==> config.mk <==
export PLATFORM = sky130hd
export DESIGN_NAME = slotted_csma_ca_backoff_unit
export DESIGN_NICKNAME = d
export VERILOG_FILES = /design/src/design/csmabo_pkg.sv /design/src/design/csmabo_ctrl.sv /design/src/design/csmabo_dp.sv /design/src/design/slotted_csma_ca_backoff_unit.sv
export SDC_FILE = /design/constraint.sdc
export NUM_CORES = 1
export LEC_CHECK = 0
export BUFFER_PORTS_ARGS = -buffer_cell sky130_fd_sc_hd__buf_4
export CELL_PAD_IN_SITES_DETAIL_PLACEMENT = 0
export CELL_PAD_IN_SITES_GLOBAL_PLACEMENT = 1
export CORE_ASPECT_RATIO = 0.6
export CORE_UTILIZATION = 50
export CTS_BUF_LIST = sky130_fd_sc_hd__clkbuf_8
export DETAILED_ROUTE_END_ITERATION = 10
export PLACE_DENSITY_LB_ADDON = 0.1
export SLEW_MARGIN = 20
export SYNTH_ARGS = -nofsm -noshare
export SYNTH_HDL_FRONTEND = slang
export SYNTH_SLANG_ARGS = --single-unit
==> constraint.sdc <==
create_clock -name i_clk -period 9.8 [get_ports i_clk]
set_input_delay 0.98 -clock i_clk [delete_from_list [all_inputs] [get_ports i_clk]]
set_output_delay 0.98 -clock i_clk [all_outputs]
set_load 0.05 [all_outputs]
==> src/design/csmabo_pkg.sv <==
// Shared types, codes and constants for the slotted CSMA-CA backoff unit.
package csmabo_pkg;

    // Input opcodes
    localparam logic OP_TICK = 1'b0;
    localparam logic OP_LOAD = 1'b1;

    // Result actions
    localparam logic [1:0] ACT_NONE = 2'd0;
    localparam logic [1:0] ACT_TX   = 2'd1;
    localparam logic [1:0] ACT_FAIL = 2'd2;

    // CSMA phases (code 3 behaves as init)
    localparam logic [1:0] PH_INIT  = 2'd0;
    localparam logic [1:0] PH_DELAY = 2'd1;
    localparam logic [1:0] PH_CCA   = 2'd2;

    // Configuration register indexes
    localparam int CFG_IDX_W = 3;
    localparam logic [CFG_IDX_W-1:0] CFG_MIN_BE   = 3'd0;
    localparam logic [CFG_IDX_W-1:0] CFG_MAX_BE   = 3'd1;
    localparam logic [CFG_IDX_W-1:0] CFG_MAX_NB   = 3'd2;
    localparam logic [CFG_IDX_W-1:0] CFG_BLE      = 3'd3;
    localparam logic [CFG_IDX_W-1:0] CFG_SIFS     = 3'd4;
    localparam logic [CFG_IDX_W-1:0] CFG_LIFS     = 3'd5;
    localparam logic [CFG_IDX_W-1:0] CFG_TICK     = 3'd6;
    localparam logic [CFG_IDX_W-1:0] CFG_ACK_OVH  = 3'd7;
    localparam int CFG_DATA_W = 16;

    // Reset values of the configuration registers
    localparam logic [3:0] MIN_BE_RST = 4'd3;
    localparam logic [3:0] MAX_BE_RST = 4'd5;
    localparam logic [3:0] MAX_NB_RST = 4'd4;

    // Contention window start value and BE cap in battery-life mode
    localparam logic [1:0] CW_INIT = 2'd2;
    localparam logic [3:0] BLE_BE  = 4'd2;

    // Field widths
    localparam int BUDGET_W = 32;
    localparam int LEN_W    = 7;
    localparam int RND_W    = 8;
    localparam int NEED_W   = 18;  // 2*127 + two 16-bit terms
    localparam int REM_W    = 16;
    localparam int DIV_CNT_W = $clog2(RND_W);

    localparam int MAX_SIFS_FRAME_DEF = 18;

    typedef enum logic [2:0] {
        ST_IDLE,
        ST_BUDGET,
        ST_DECIDE,
        ST_DIVIDE,
        ST_FINISH
    } t_state;

    typedef struct packed {
        logic load_in;     // latch the input item
        logic upd_budget;  // budget update and frame need
        logic commit;      // commit CSMA decision, arm divider
        logic div_step;    // one remainder bit
        logic push;        // finish delay draw, load result register
    } t_cmd;

    typedef struct packed {
        logic draw;        // decision needs a random delay
        logic div_last;    // last divider step
        logic out_free;    // result register can take a new item
    } t_sts;

endpackage

==> src/design/csmabo_ctrl.sv <==
// Sequencing state machine of the CSMA-CA backoff unit.
module csmabo_ctrl (
    input  logic                i_clk,
    input  logic                i_rst_n,
    input  logic                i_in_valid,
    input  csmabo_pkg::t_sts    i_sts,
    output csmabo_pkg::t_cmd    o_cmd,
    output logic                o_busy
);

    csmabo_pkg::t_state r_state;
    csmabo_pkg::t_state n_state;

    always_ff @(posedge i_clk) begin
        if (!i_rst_n) begin
            r_state <= csmabo_pkg::ST_IDLE;
        end else begin
            r_state <= n_state;
        end
    end

    always_comb begin
        n_state = r_state;
        o_cmd   = '0;
        o_busy  = 1'b1;
        case (r_state)
            csmabo_pkg::ST_IDLE: begin
                o_busy = 1'b0;
                if (i_in_valid) begin
                    o_cmd.load_in = 1'b1;
                    n_state = csmabo_pkg::ST_BUDGET;
                end
            end
            csmabo_pkg::ST_BUDGET: begin
                o_cmd.upd_budget = 1'b1;
                n_state = csmabo_pkg::ST_DECIDE;
            end
            csmabo_pkg::ST_DECIDE: begin
                o_cmd.commit = 1'b1;
                n_state = i_sts.draw ? csmabo_pkg::ST_DIVIDE : csmabo_pkg::ST_FINISH;
            end
            csmabo_pkg::ST_DIVIDE: begin
                o_cmd.div_step = 1'b1;
                if (i_sts.div_last) begin
                    n_state = csmabo_pkg::ST_FINISH;
                end
            end
            csmabo_pkg::ST_FINISH: begin
                if (i_sts.out_free) begin
                    o_cmd.push = 1'b1;
                    n_state = csmabo_pkg::ST_IDLE;
                end
            end
            default: begin
                n_state = csmabo_pkg::ST_IDLE;
            end
        endcase
    end

endmodule

==> src/design/csmabo_dp.sv <==
// Datapath: configuration, CSMA state, budget, remainder unit, result register.
module csmabo_dp #(
    parameter int MAX_SIFS_FRAME = csmabo_pkg::MAX_SIFS_FRAME_DEF
) (
    input  logic                                  i_clk,
    input  logic                                  i_rst_n,
    input  logic                                  i_cfg_we,
    input  logic [csmabo_pkg::CFG_IDX_W-1:0]      i_cfg_idx,
    input  logic [csmabo_pkg::CFG_DATA_W-1:0]     i_cfg_data,
    input  logic                                  i_opcode,
    input  logic [csmabo_pkg::BUDGET_W-1:0]       i_cap_budget,
    input  logic                                  i_in_cap,
    input  logic                                  i_queue_nonempty,
    input  logic [csmabo_pkg::LEN_W-1:0]          i_frame_len,
    input  logic                                  i_ack_request,
    input  logic                                  i_channel_clear,
    input  logic [csmabo_pkg::RND_W-1:0]          i_random_byte,
    input  logic                                  i_out_stall,
    input  csmabo_pkg::t_cmd                      i_cmd,
    output csmabo_pkg::t_sts                      o_sts,
    output logic                                  o_out_valid,
    output logic [1:0]                            o_action,
    output logic [csmabo_pkg::BUDGET_W-1:0]       o_budget_left
);

    localparam logic [csmabo_pkg::LEN_W-1:0] SifsLim = csmabo_pkg::LEN_W'(MAX_SIFS_FRAME);

    // configuration
    logic [3:0]  r_min_be, r_max_be, r_max_nb;
    logic        r_ble;
    logic [15:0] r_sifs, r_lifs, r_tick, r_ack_ovh;

    // CSMA state
    logic [1:0]  r_phase;
    logic [3:0]  r_nb, r_be;
    logic [1:0]  r_cw;
    logic [7:0]  r_delay;
    logic [csmabo_pkg::BUDGET_W-1:0] r_budget;

    // latched item
    logic        r_op, r_in_cap, r_queue, r_ack, r_clear;
    logic [csmabo_pkg::LEN_W-1:0]    r_len;
    logic [csmabo_pkg::BUDGET_W-1:0] r_cap_budget;
    logic [csmabo_pkg::RND_W-1:0]    r_rnd;
    logic [csmabo_pkg::NEED_W-1:0]   r_need;

    // pending decision
    logic        r_draw;
    logic [1:0]  r_act;

    // remainder unit
    logic [csmabo_pkg::REM_W-1:0]     r_rem;
    logic [csmabo_pkg::DIV_CNT_W-1:0] r_div_cnt;
    logic [csmabo_pkg::REM_W-1:0]     w_mod, w_trial;

    // decision
    logic        w_tick, w_fits, w_run;
    logic [1:0]  d_phase, d_cw, d_act;
    logic [3:0]  d_nb, d_be;
    logic        d_draw, d_dec;

    always_ff @(posedge i_clk) begin
        if (!i_rst_n) begin
            r_min_be  <= csmabo_pkg::MIN_BE_RST;
            r_max_be  <= csmabo_pkg::MAX_BE_RST;
            r_max_nb  <= csmabo_pkg::MAX_NB_RST;
            r_ble     <= 1'b0;
            r_sifs    <= '0;
            r_lifs    <= '0;
            r_tick    <= '0;
            r_ack_ovh <= '0;
        end else if (i_cfg_we) begin
            case (i_cfg_idx)
                csmabo_pkg::CFG_MIN_BE:  r_min_be  <= i_cfg_data[3:0];
                csmabo_pkg::CFG_MAX_BE:  r_max_be  <= i_cfg_data[3:0];
                csmabo_pkg::CFG_MAX_NB:  r_max_nb  <= i_cfg_data[3:0];
                csmabo_pkg::CFG_BLE:     r_ble     <= i_cfg_data[0];
                csmabo_pkg::CFG_SIFS:    r_sifs    <= i_cfg_data;
                csmabo_pkg::CFG_LIFS:    r_lifs    <= i_cfg_data;
                csmabo_pkg::CFG_TICK:    r_tick    <= i_cfg_data;
                csmabo_pkg::CFG_ACK_OVH: r_ack_ovh <= i_cfg_data;
                default: ;
            endcase
        end
    end

    // item latch
    always_ff @(posedge i_clk) begin
        if (i_cmd.load_in) begin
            r_op         <= i_opcode;
            r_cap_budget <= i_cap_budget;
            r_in_cap     <= i_in_cap;
            r_queue      <= i_queue_nonempty;
            r_len        <= i_frame_len;
            r_ack        <= i_ack_request;
            r_clear      <= i_channel_clear;
        end
        if (i_cmd.upd_budget) begin
            r_need <= csmabo_pkg::NEED_W'({r_len, 1'b0})
                    + (r_ack ? csmabo_pkg::NEED_W'(r_ack_ovh) : '0)
                    + csmabo_pkg::NEED_W'((r_len < SifsLim) ? r_sifs : r_lifs);
        end
    end

    assign w_tick = (r_op == csmabo_pkg::OP_TICK) && r_in_cap;
    assign w_fits = {{(csmabo_pkg::BUDGET_W-csmabo_pkg::NEED_W){1'b0}}, r_need} <= r_budget;

    always_comb begin
        d_phase = r_phase;
        d_nb    = r_nb;
        d_be    = r_be;
        d_cw    = r_cw;
        d_act   = csmabo_pkg::ACT_NONE;
        d_draw  = 1'b0;
        d_dec   = 1'b0;
        w_run   = 1'b0;
        if (w_tick) begin
            case (r_phase)
                csmabo_pkg::PH_DELAY: begin
                    if (r_delay == 8'd0) begin
                        if (w_fits) begin
                            d_phase = csmabo_pkg::PH_CCA;
                            w_run   = 1'b1;
                        end else begin
                            d_draw = 1'b1;
                        end
                    end else begin
                        d_dec = 1'b1;
                    end
                end
                csmabo_pkg::PH_CCA: begin
                    w_run = 1'b1;
                end
                default: begin
                    if (r_queue) begin
                        d_nb    = 4'd0;
                        d_cw    = csmabo_pkg::CW_INIT;
                        d_be    = (r_ble && (r_min_be > csmabo_pkg::BLE_BE))
                                  ? csmabo_pkg::BLE_BE : r_min_be;
                        d_draw  = 1'b1;
                        d_phase = csmabo_pkg::PH_DELAY;
                    end
                end
            endcase
            if (w_run) begin
                if (!r_clear) begin
                    d_cw = csmabo_pkg::CW_INIT;
                    if (r_nb > r_max_nb) begin
                        d_act   = csmabo_pkg::ACT_FAIL;
                        d_phase = csmabo_pkg::PH_INIT;
                    end else begin
                        d_nb = r_nb + 4'd1;
                        if (r_be < r_max_be) begin
                            d_be = r_be + 4'd1;
                        end
                        d_draw  = 1'b1;
                        d_phase = csmabo_pkg::PH_DELAY;
                    end
                end else begin
                    d_cw = r_cw - 2'd1;
                    if (d_cw == 2'd0) begin
                        d_act   = csmabo_pkg::ACT_TX;
                        d_phase = csmabo_pkg::PH_INIT;
                    end
                end
            end
        end
    end

    // restoring remainder, one dividend bit per step
    assign w_mod   = (csmabo_pkg::REM_W'(1) << r_be) - csmabo_pkg::REM_W'(1);
    assign w_trial = {r_rem[csmabo_pkg::REM_W-2:0], r_rnd[csmabo_pkg::RND_W-1]};

    always_ff @(posedge i_clk) begin
        if (i_cmd.load_in) begin
            r_rnd <= i_random_byte;
        end else if (i_cmd.div_step) begin
            r_rnd <= {r_rnd[csmabo_pkg::RND_W-2:0], 1'b0};
        end
        if (i_cmd.commit) begin
            r_rem     <= '0;
            r_div_cnt <= '0;
            r_draw    <= d_draw;
            r_act     <= d_act;
        end else if (i_cmd.div_step) begin
            r_rem     <= (w_trial >= w_mod) ? (w_trial - w_mod) : w_trial;
            r_div_cnt <= r_div_cnt + csmabo_pkg::DIV_CNT_W'(1);
        end
    end

    // CSMA state and budget
    always_ff @(posedge i_clk) begin
        if (!i_rst_n) begin
            r_phase  <= csmabo_pkg::PH_INIT;
            r_nb     <= '0;
            r_be     <= '0;
            r_cw     <= '0;
            r_delay  <= '0;
            r_budget <= '0;
        end else begin
            if (i_cmd.upd_budget) begin
                if (r_op == csmabo_pkg::OP_LOAD) begin
                    r_budget <= r_cap_budget;
                end else if (r_in_cap && (r_budget >= csmabo_pkg::BUDGET_W'(r_tick))) begin
                    r_budget <= r_budget - csmabo_pkg::BUDGET_W'(r_tick);
                end
            end
            if (i_cmd.commit) begin
                r_phase <= d_phase;
                r_nb    <= d_nb;
                r_be    <= d_be;
                r_cw    <= d_cw;
                if (d_dec) begin
                    r_delay <= r_delay - 8'd1;
                end
            end
            if (i_cmd.push && r_draw) begin
                r_delay <= (r_be <= 4'd1) ? 8'd0 : r_rem[7:0];
            end
        end
    end

    // result register
    always_ff @(posedge i_clk) begin
        if (!i_rst_n) begin
            o_out_valid <= 1'b0;
        end else if (i_cmd.push) begin
            o_out_valid <= 1'b1;
        end else if (!i_out_stall) begin
            o_out_valid <= 1'b0;
        end
    end

    always_ff @(posedge i_clk) begin
        if (i_cmd.push) begin
            o_action      <= r_act;
            o_budget_left <= r_budget;
        end
    end

    assign o_sts.draw     = d_draw;
    assign o_sts.div_last = (r_div_cnt == csmabo_pkg::DIV_CNT_W'(csmabo_pkg::RND_W - 1));
    assign o_sts.out_free = !o_out_valid || !i_out_stall;

endmodule

==> src/design/slotted_csma_ca_backoff_unit.sv <==
// Top level of the slotted CSMA-CA backoff unit.
//
//  channel | direction | handshake            | payload
//  --------+-----------+----------------------+-------------------------------------------
//  input   | in        | i_valid / o_stall    | opcode, cap_budget, in_cap, queue_nonempty,
//          |           |                      | frame_len, ack_request, channel_clear,
//          |           |                      | random_byte
//  result  | out       | o_valid / i_stall    | action, budget_left
//  config  | in        | i_cfg_we (no wait)   | i_cfg_idx, i_cfg_data
//
// An item passes budget update, decision and result hand-off; when a backoff
// delay is drawn, it is random_byte mod (2^BE - 1), worked out one dividend bit
// per cycle in the remainder unit (8 steps) before the hand-off.
// o_stall is high from the cycle after accept until the result is loaded.
// A result waiting on i_stall does not block the next accept; that item is held
// at its last step until the result register frees up.
// Reset (synchronous, active low) clears the CSMA state, the budget and the
// configuration to their defaults. No clearing pass.
module slotted_csma_ca_backoff_unit #(
    parameter int MAX_SIFS_FRAME = csmabo_pkg::MAX_SIFS_FRAME_DEF
) (
    input  logic                                  i_clk,
    input  logic                                  i_rst_n,
    // configuration write port
    input  logic                                  i_cfg_we,
    input  logic [csmabo_pkg::CFG_IDX_W-1:0]      i_cfg_idx,
    input  logic [csmabo_pkg::CFG_DATA_W-1:0]     i_cfg_data,
    // input items
    input  logic                                  i_valid,
    output logic                                  o_stall,
    input  logic                                  i_opcode,
    input  logic [csmabo_pkg::BUDGET_W-1:0]       i_cap_budget,
    input  logic                                  i_in_cap,
    input  logic                                  i_queue_nonempty,
    input  logic [csmabo_pkg::LEN_W-1:0]          i_frame_len,
    input  logic                                  i_ack_request,
    input  logic                                  i_channel_clear,
    input  logic [csmabo_pkg::RND_W-1:0]          i_random_byte,
    // result items
    output logic                                  o_valid,
    input  logic                                  i_stall,
    output logic [1:0]                            o_action,
    output logic [csmabo_pkg::BUDGET_W-1:0]       o_budget_left
);

    csmabo_pkg::t_cmd w_cmd;
    csmabo_pkg::t_sts w_sts;

    // Controller: walks each item through budget update, decision,
    // optional delay draw and result hand-off.
    csmabo_ctrl u_ctrl (
        .i_clk      (i_clk),
        .i_rst_n    (i_rst_n),
        .i_in_valid (i_valid),
        .i_sts      (w_sts),
        .o_cmd      (w_cmd),
        .o_busy     (o_stall)
    );

    // Datapath: holds config, CSMA state (phase, NB, BE, CW, delay, budget),
    // the remainder unit and the result register.
    csmabo_dp #(
        .MAX_SIFS_FRAME (MAX_SIFS_FRAME)
    ) u_dp (
        .i_clk            (i_clk),
        .i_rst_n          (i_rst_n),
        .i_cfg_we         (i_cfg_we),
        .i_cfg_idx        (i_cfg_idx),
        .i_cfg_data       (i_cfg_data),
        .i_opcode         (i_opcode),
        .i_cap_budget     (i_cap_budget),
        .i_in_cap         (i_in_cap),
        .i_queue_nonempty (i_queue_nonempty),
        .i_frame_len      (i_frame_len),
        .i_ack_request    (i_ack_request),
        .i_channel_clear  (i_channel_clear),
        .i_random_byte    (i_random_byte),
        .i_out_stall      (i_stall),
        .i_cmd            (w_cmd),
        .o_sts            (w_sts),
        .o_out_valid      (o_valid),
        .o_action         (o_action),
        .o_budget_left    (o_budget_left)
    );

`ifndef SYNTHESIS
    // An accepted item keeps the input side closed on the next cycle.
    a_accept_closes: assert property (@(posedge i_clk) disable iff (!i_rst_n)
        (i_valid && !o_stall) |=> o_stall)
        else $error("input not closed after accept");

    // A new result never overwrites one still waiting downstream.
    a_no_overwrite: assert property (@(posedge i_clk) disable iff (!i_rst_n)
        w_cmd.push |-> !(o_valid && i_stall))
        else $error("pending result overwritten");

    // Only defined actions leave the block.
    a_action_code: assert property (@(posedge i_clk) disable iff (!i_rst_n)
        o_valid |-> (o_action == csmabo_pkg::ACT_NONE || o_action == csmabo_pkg::ACT_TX
                     || o_action == csmabo_pkg::ACT_FAIL))
        else $error("undefined action code");
`endif

endmodule

# --- After elaboration in Yosys (flattened, before gate mapping) ---
# Cells that the tools add are included.
classes:
  add_sub_neg: 10
  order_cmp: 8
  n_eq_ne: 19
  n_shift: 1
  muxes: 68
  bitwise_logic: 1
  reduce_logical: 31
ops:
  columns: ["cell", "n"]
  rows:
  - ["two-way mux 32 bit", 2]
  - ["two-way mux 4 bit", 12]
  - ["two-way mux 8 bit", 6]
  - ["greater-or-equal comparator 32 x 16 -> 1 bit", 1]
  - ["less-or-equal comparator 18 x 32 -> 1 bit", 1]
  - ["two-way mux 16 bit", 2]
  - ["subtractor 32 x 16 -> 32 bit", 1]
  - ["two-way mux 1 bit", 25]
  - ["two-way mux 2 bit", 12]
  - ["AND reduction 2 bit", 12]
  - ["adder 18 bit", 1]
  - ["adder 8 x 18 -> 18 bit", 1]
  - ["== test 3 bit, second input constant", 6]
  - ["greater-or-equal comparator 16 bit", 1]
  - ["<< shifter 1 x 4 -> 16 bit, first input constant", 1]
  - ["subtractor 16 x 2 -> 16 bit, second input constant", 1]
  - ["two-way mux 15 bit", 1]
  - ["case mux 3 bit (5 select lines)", 1]
  - ["subtractor 15 bit", 1]
  - ["== test 3 x 2 -> 1 bit, second input constant", 4]
  - ["two-way mux 3 bit", 4]
  - ["nonzero test 2 bit", 5]
  - ["adder 4 x 1 -> 4 bit, second input constant", 2]
  - ["logical NOT 8 bit", 1]
  - ["other kinds (24)", 34]
word_totals:
  register_bits: 258
  inputBits: 76
  out_inout_bits: 36
  word_cells: 169

# --- Logic depth before layout (Yosys ltp) ---
depth:
  depth_word: 10
  mapped_depth: 20
  ltp_nobuf: 18

# --- Modules after synthesis ---
# A second synthesis with hierarchy kept.
unflattened:
  cells_unflattened: 1496
  hier_area_um2: 14063.5
modules_own_cells:
  columns: ["module", "n_inst", "cells_each", "area_per_inst_um2", "seq_area_each_um2"]
  rows:
  - ["csmabo_dp", 1, 1467, 13829.5, 6175.9]
  - ["csmabo_ctrl", 1, 29, 234.0, 60.1]

# --- Worst setup path after synthesis ---
# OpenSTA, ideal clock, no wires.
synth_path:
  kind: "input to register"
  start: "input port i_valid"
  end: "register u_dp.r_rnd[0] in the netlist's numbering (enable)"
  setup_time_ns: 0.336
  t_arrival_ns: 5.093
  t_required_ns: 9.464
  slack_ns: 4.371
  stages: 3
  path_buffers: 0
  cell_sequence: "nand2b_1 > nor3_1 > nand2b_1"
synth_lines:
  columns: ["element", "line", "text"]
  rows:
  - ["start, declared", "slotted_csma_ca_backoff_unit.sv:29", "input logic i_valid,"]
  - ["end signal, assigned", "csmabo_dp.sv:176", "r_rnd <= i_random_byte;"]
  - ["end signal, assigned", "csmabo_dp.sv:178", "r_rnd <= {r_rnd[csmabo_pkg::RND_W-2:0], 1'b0};"]
  - ["end, declared", "csmabo_dp.sv:44", "logic [csmabo_pkg::RND_W-1:0] r_rnd;"]

# --- Final worst setup path ---
layout_path:
  start: "register u_dp.r_len[1] in the netlist's numbering"
  end: "register u_dp.r_need[15] in the netlist's numbering, data pin"
layout_via:
  elab_chain_len: 3
  elab_cells_between_ends: 4
  classes_between: "add/sub: 2; order compare: 1; mux: 1"
layout_rtl:
  columns: ["element", "line", "text"]
  rows:
  - ["start, declared", "csmabo_dp.sv:42", "logic [csmabo_pkg::LEN_W-1:0] r_len;"]
  - ["start signal, assigned", "csmabo_dp.sv:94", "r_len <= i_frame_len;"]
  - ["branches (longest 2 deep; another with adder 8 x 18 -> 18 bit)", null, null]
  - ["adder 18 bit *", "csmabo_dp.sv:101", "+ csmabo_pkg::NEED_W'((r_len < SifsLim) ? r_sifs : r_lifs);"]
  - ["end signal, assigned", "csmabo_dp.sv:99", "r_need <= csmabo_pkg::NEED_W'({r_len, 1'b0})"]
  - ["end, declared", "csmabo_dp.sv:45", "logic [csmabo_pkg::NEED_W-1:0] r_need;"]
# Mark *: on every way between the ends.
# A chain may end at the register's enable or synchronous reset.

==> impl_metrics.sql <==
INSERT INTO impl_metrics (metric_group, metric, value, unit) VALUES
('outcome', 'run_status', 'finished clean', ''),
('critical_path', 'cp_slowest_cell', 'nand3_1', ''),
('place', 'port-buffer-count', '111', ''),
('critical_path', 'maximum_fanout_encountered_on_the_critical_timing_path', '16', ''),
('routing', 'topRoutingLayerUsed', 'met4', ''),
('routing', 'detailroute.via_count', '11260', ''),
('global_routing', 'first_global_vias', '10300', ''),
('routing', 'routed_wire_length_per_instance', '18.28', 'microns'),
('place', 'placement.cell_area', '14960', 'sq um'),
('final_layout', 'nFillCells', '2413', ''),
('die', 'design.die.area', '28280', 'sq um'),
('global_routing', 'overall_overflow_remaining_after_global_route', '0', ''),
('routing', 'route.detailed.vias_per_inst', '5.663', ''),
('clock_tree', 'post_cts_buffers', '0', ''),
('place', 'place.gp.congestion', '0.9294', ''),
('routing', 'wirelength', '36360', 'microns'),
('die', 'initial_core_util', '51.55', '%'),
('clock_tree', 'clk_latency', '0.56', 'ns'),
('min_path', 'min-delay-path-class', 'register to register', ''),
('final_layout', 'utilization', '58.82', '%'),
('yosys', 'ys.warnings.count', '0', ''),
('sta', 'tns', '0', 'ns'),
('global_routing', 'maximum_number_of_pins_on_one_net_before_global_route_repair', '98', ''),
('routing', 'antenna_left', '0', ''),
('routing', 'wl_met3', '2658', 'microns'),
('job', 'maxCapViolCount', '0', ''),
('final_layout', 'area_overhead_vs_synth', '14.11', '%'),
('sta', 'hold_viol', '0', ''),
('clock_tree', 'cts-htree-levels', '2', ''),
('sta', 'fin_skew', '0.02577', 'ns'),
('pwr', 'power.leakage', '0.006285', 'uW'),
('die', 'dieHeight', '130.7', 'microns'),
('critical_path', 'cp-end-kind', 'register', ''),
('routing', 'route.layer.met1.wl', '20020', 'microns'),
('die', 'core.rowCount', '46', ''),
('pwr', 'power-per-cell-area', '188.8', 'nW/um^2'),
('clock_tree', 'cts.root.buffer_cell', 'clkbuf_8', ''),
('critical_path', 'critical_path_buf_inv_count', '2', ''),
('pwr', 'max-vdd-ir-drop', '105.0', 'uV'),
('global_routing', 'grt_first_pass_wirelength', '57810', 'microns'),
('critical_path', 'worstSetupStartpointType', 'register', ''),
('final_layout', 'most-common-layout-cells', 'nand2_1 (235), a21oi_1 (173), dfxtp_1 (151)', ''),
('sta', 'worst-slew-pin-transition', '1.047', 'ns'),
('sta', 'timing.fmax', '222.7', 'MHz'),
('final_layout', 'most_common_cell_after_layout_fill_and_taps_aside', 'nand2_1', ''),
('global_routing', 'grt_util_all_layers', '26.17', '%'),
('critical_path', 'timing.critical_path.slowest_cell_delay', '0.71', 'ns'),
('critical_path', 'category_of_the_critical_setup_timing_path', 'register to register', ''),
('final_layout', 'final_nets', '1782', ''),
('clock_tree', 'cts_buffer_depth', '3', ''),
('yosys', 'syn-instance-count', '1494', ''),
('sta', 'timing.max_slew.rel_slack', '29.92', '%'),
('critical_path', 'crit_path_arrival_time', '4.80', 'ns'),
('sta', 'finalHoldWorstSlack', '0.4195', 'ns'),
('die', 'fp.dieW', '216.4', 'microns'),
('clock_tree', 'cts.sinks', '258', ''),
('die', 'design.core.area', '26760', 'sq um'),
('clock_tree', 'tritoncts', 'done', ''),
('sta', 'finalMaxSlewViolations', '0', ''),
('yosys', 'synthesis.area_per_instance', '9.234', 'sq um'),
('place', 'detailedPlacementHpwl', '26230', 'microns'),
('die', 'num_io_pins', '112', ''),
('sta', 'min_period', '4.490', 'ns'),
('final_layout', 'instances_no_fill', '1989', ''),
('clock_tree', 'cts.hold.buffers_added', '0', ''),
('final_layout', 'insertedDiodeCount', '0', ''),
('yosys', 'synth-main-ff-cell', 'dfxtp_1', ''),
('clock_tree', 'tritoncts.num_buffers', '40', ''),
('sta', 'final_setup_violations', '0', ''),
('yosys', 'number_of_flops_mapped_to_enable_cells_by_yosys', '107', ''),
('yosys', 'synth.net_count', '1677', '');
==> flip-flops by register name (all words and copies together), names as in the netlist, 3 cells and up <==
register,cells
u_dp.o_budget_left,32
u_dp.r_max_nb,4
u_dp.r_lifs,16
u_dp.r_rem,15
u_dp.r_rnd,8
u_dp.r_budget,32
u_dp.r_max_be,4
u_ctrl.r_state,3
u_dp.r_need,18
u_dp.r_min_be,4
u_dp.r_nb,4
u_dp.r_delay,8
u_dp.r_ack_ovh,16
u_dp.r_sifs,16
u_dp.r_be,4
u_dp.r_cap_budget,32
u_dp.r_tick,16
u_dp.r_len,7
u_dp.r_div_cnt,3
==> area by class of cell <==
| type | instances | area, sq um | area share (%) |
|---|---|---|---|
| Multi-Input combinational cell | 1093 | 7046 | 44.75 |
| Clock inverter | 27 | 131.4 | 0.8345 |
| Timing Repair Buffer | 124 | 950.9 | 6.040 |
| Clock buffer | 45 | 619.3 | 3.934 |
| Sequential cell | 258 | 6236 | 39.61 |
| Inverter | 82 | 309.0 | 1.963 |
| Tap cell | 360 | 450.4 | 2.861 |
==> per-layer routing <==
metal	track usage (%)	vias to the layer above
met2	33.30	394
met4	5.592	0
met3	5.301	46
met1	43.54	5247
li1	-	5576
met5	0	-
==> where the power goes <==
group / total [uW] / switching [uW] / internal (uW) / leakage (uW)
clock: 864 / 418 / 445 / 0.000453
sequential: 1260 / 65.3 / 1190 / 0.00224
combinational: 852 / 509 / 343 / 0.00359
total: 2970 / 993 / 1980 / 0.00628
==> per-stage QoR <==
step	total power (uW)	setup slack, ns
floorplan	1874	4.371
global placement	2100	5.544
detailed placement	2106	5.358
CTS	2973	5.296
global route	3139	4.870
finish	2973	5.310
==> path summary, 6_finish.rpt <==
path,from,to,slack [ns],depth (start not counted)
worst max-delay path,u_dp.r_len[1],u_dp.r_need[15],5.31,16
worst min-delay path,u_dp.r_act[1],u_dp.o_action[1],0.42,0
worst max register to register,u_dp.r_len[1],u_dp.r_need[15],5.31,16
worst min register to register,u_dp.r_act[1],u_dp.o_action[1],0.42,0
==> cells in the mapped netlist, types with 4 or more instances <==
master    instances  area (sq um)
a211o_1           6         52.55
a211oi_1         20         150.1
a21o_1           14         105.1
a21oi_1         174         870.8
a22oi_1           4         30.03
a311oi_1          4         35.03
a31oi_1          14         87.58
and2_1           24         150.1
and3_1            9         56.30
clkbuf_1         59         221.5
dfxtp_1         151          3023
edfxtp_1        107          3213
fa_1             10         200.2
ha_1             97          1214
inv_1            79         296.5
mux2_2           16         180.2
mux2i_1          31         310.3
nand2_1         235         882.1
nand2b_1         13         81.33
nand3_1          21         105.1
nand3b_1          6         45.04
nand4_1          13         81.33
nor2_1           94         352.8
nor2b_1          12         75.07
nor3_1           28         140.1
nor4_1            5         31.28
o211ai_1         12         90.09
o21a_1           20         150.1
o21ai_0          67         335.3
o22ai_1           4         25.02
o31a_1            4         35.03
o31ai_1          12         90.09
or2_2             8         50.05
or3_1            12         75.07
xnor2_1          29         254.0
xor2_1           13         113.9
==> cells by family after synthesis <==
kind of cell | after synthesis | share of synthesized area, %
and+or+nand+nor | 496 | 16.50
AOI/OAI and AO/OA | 401 | 17.93
adders and majority gates | 107 | 10.25
buffers and inverters | 143 | 3.900
muxes | 47 | 3.555
DFF | 258 | 45.20
xor gates and xnor gates | 42 | 2.666
No activity file was read; power rests on OpenSTA's default activity.
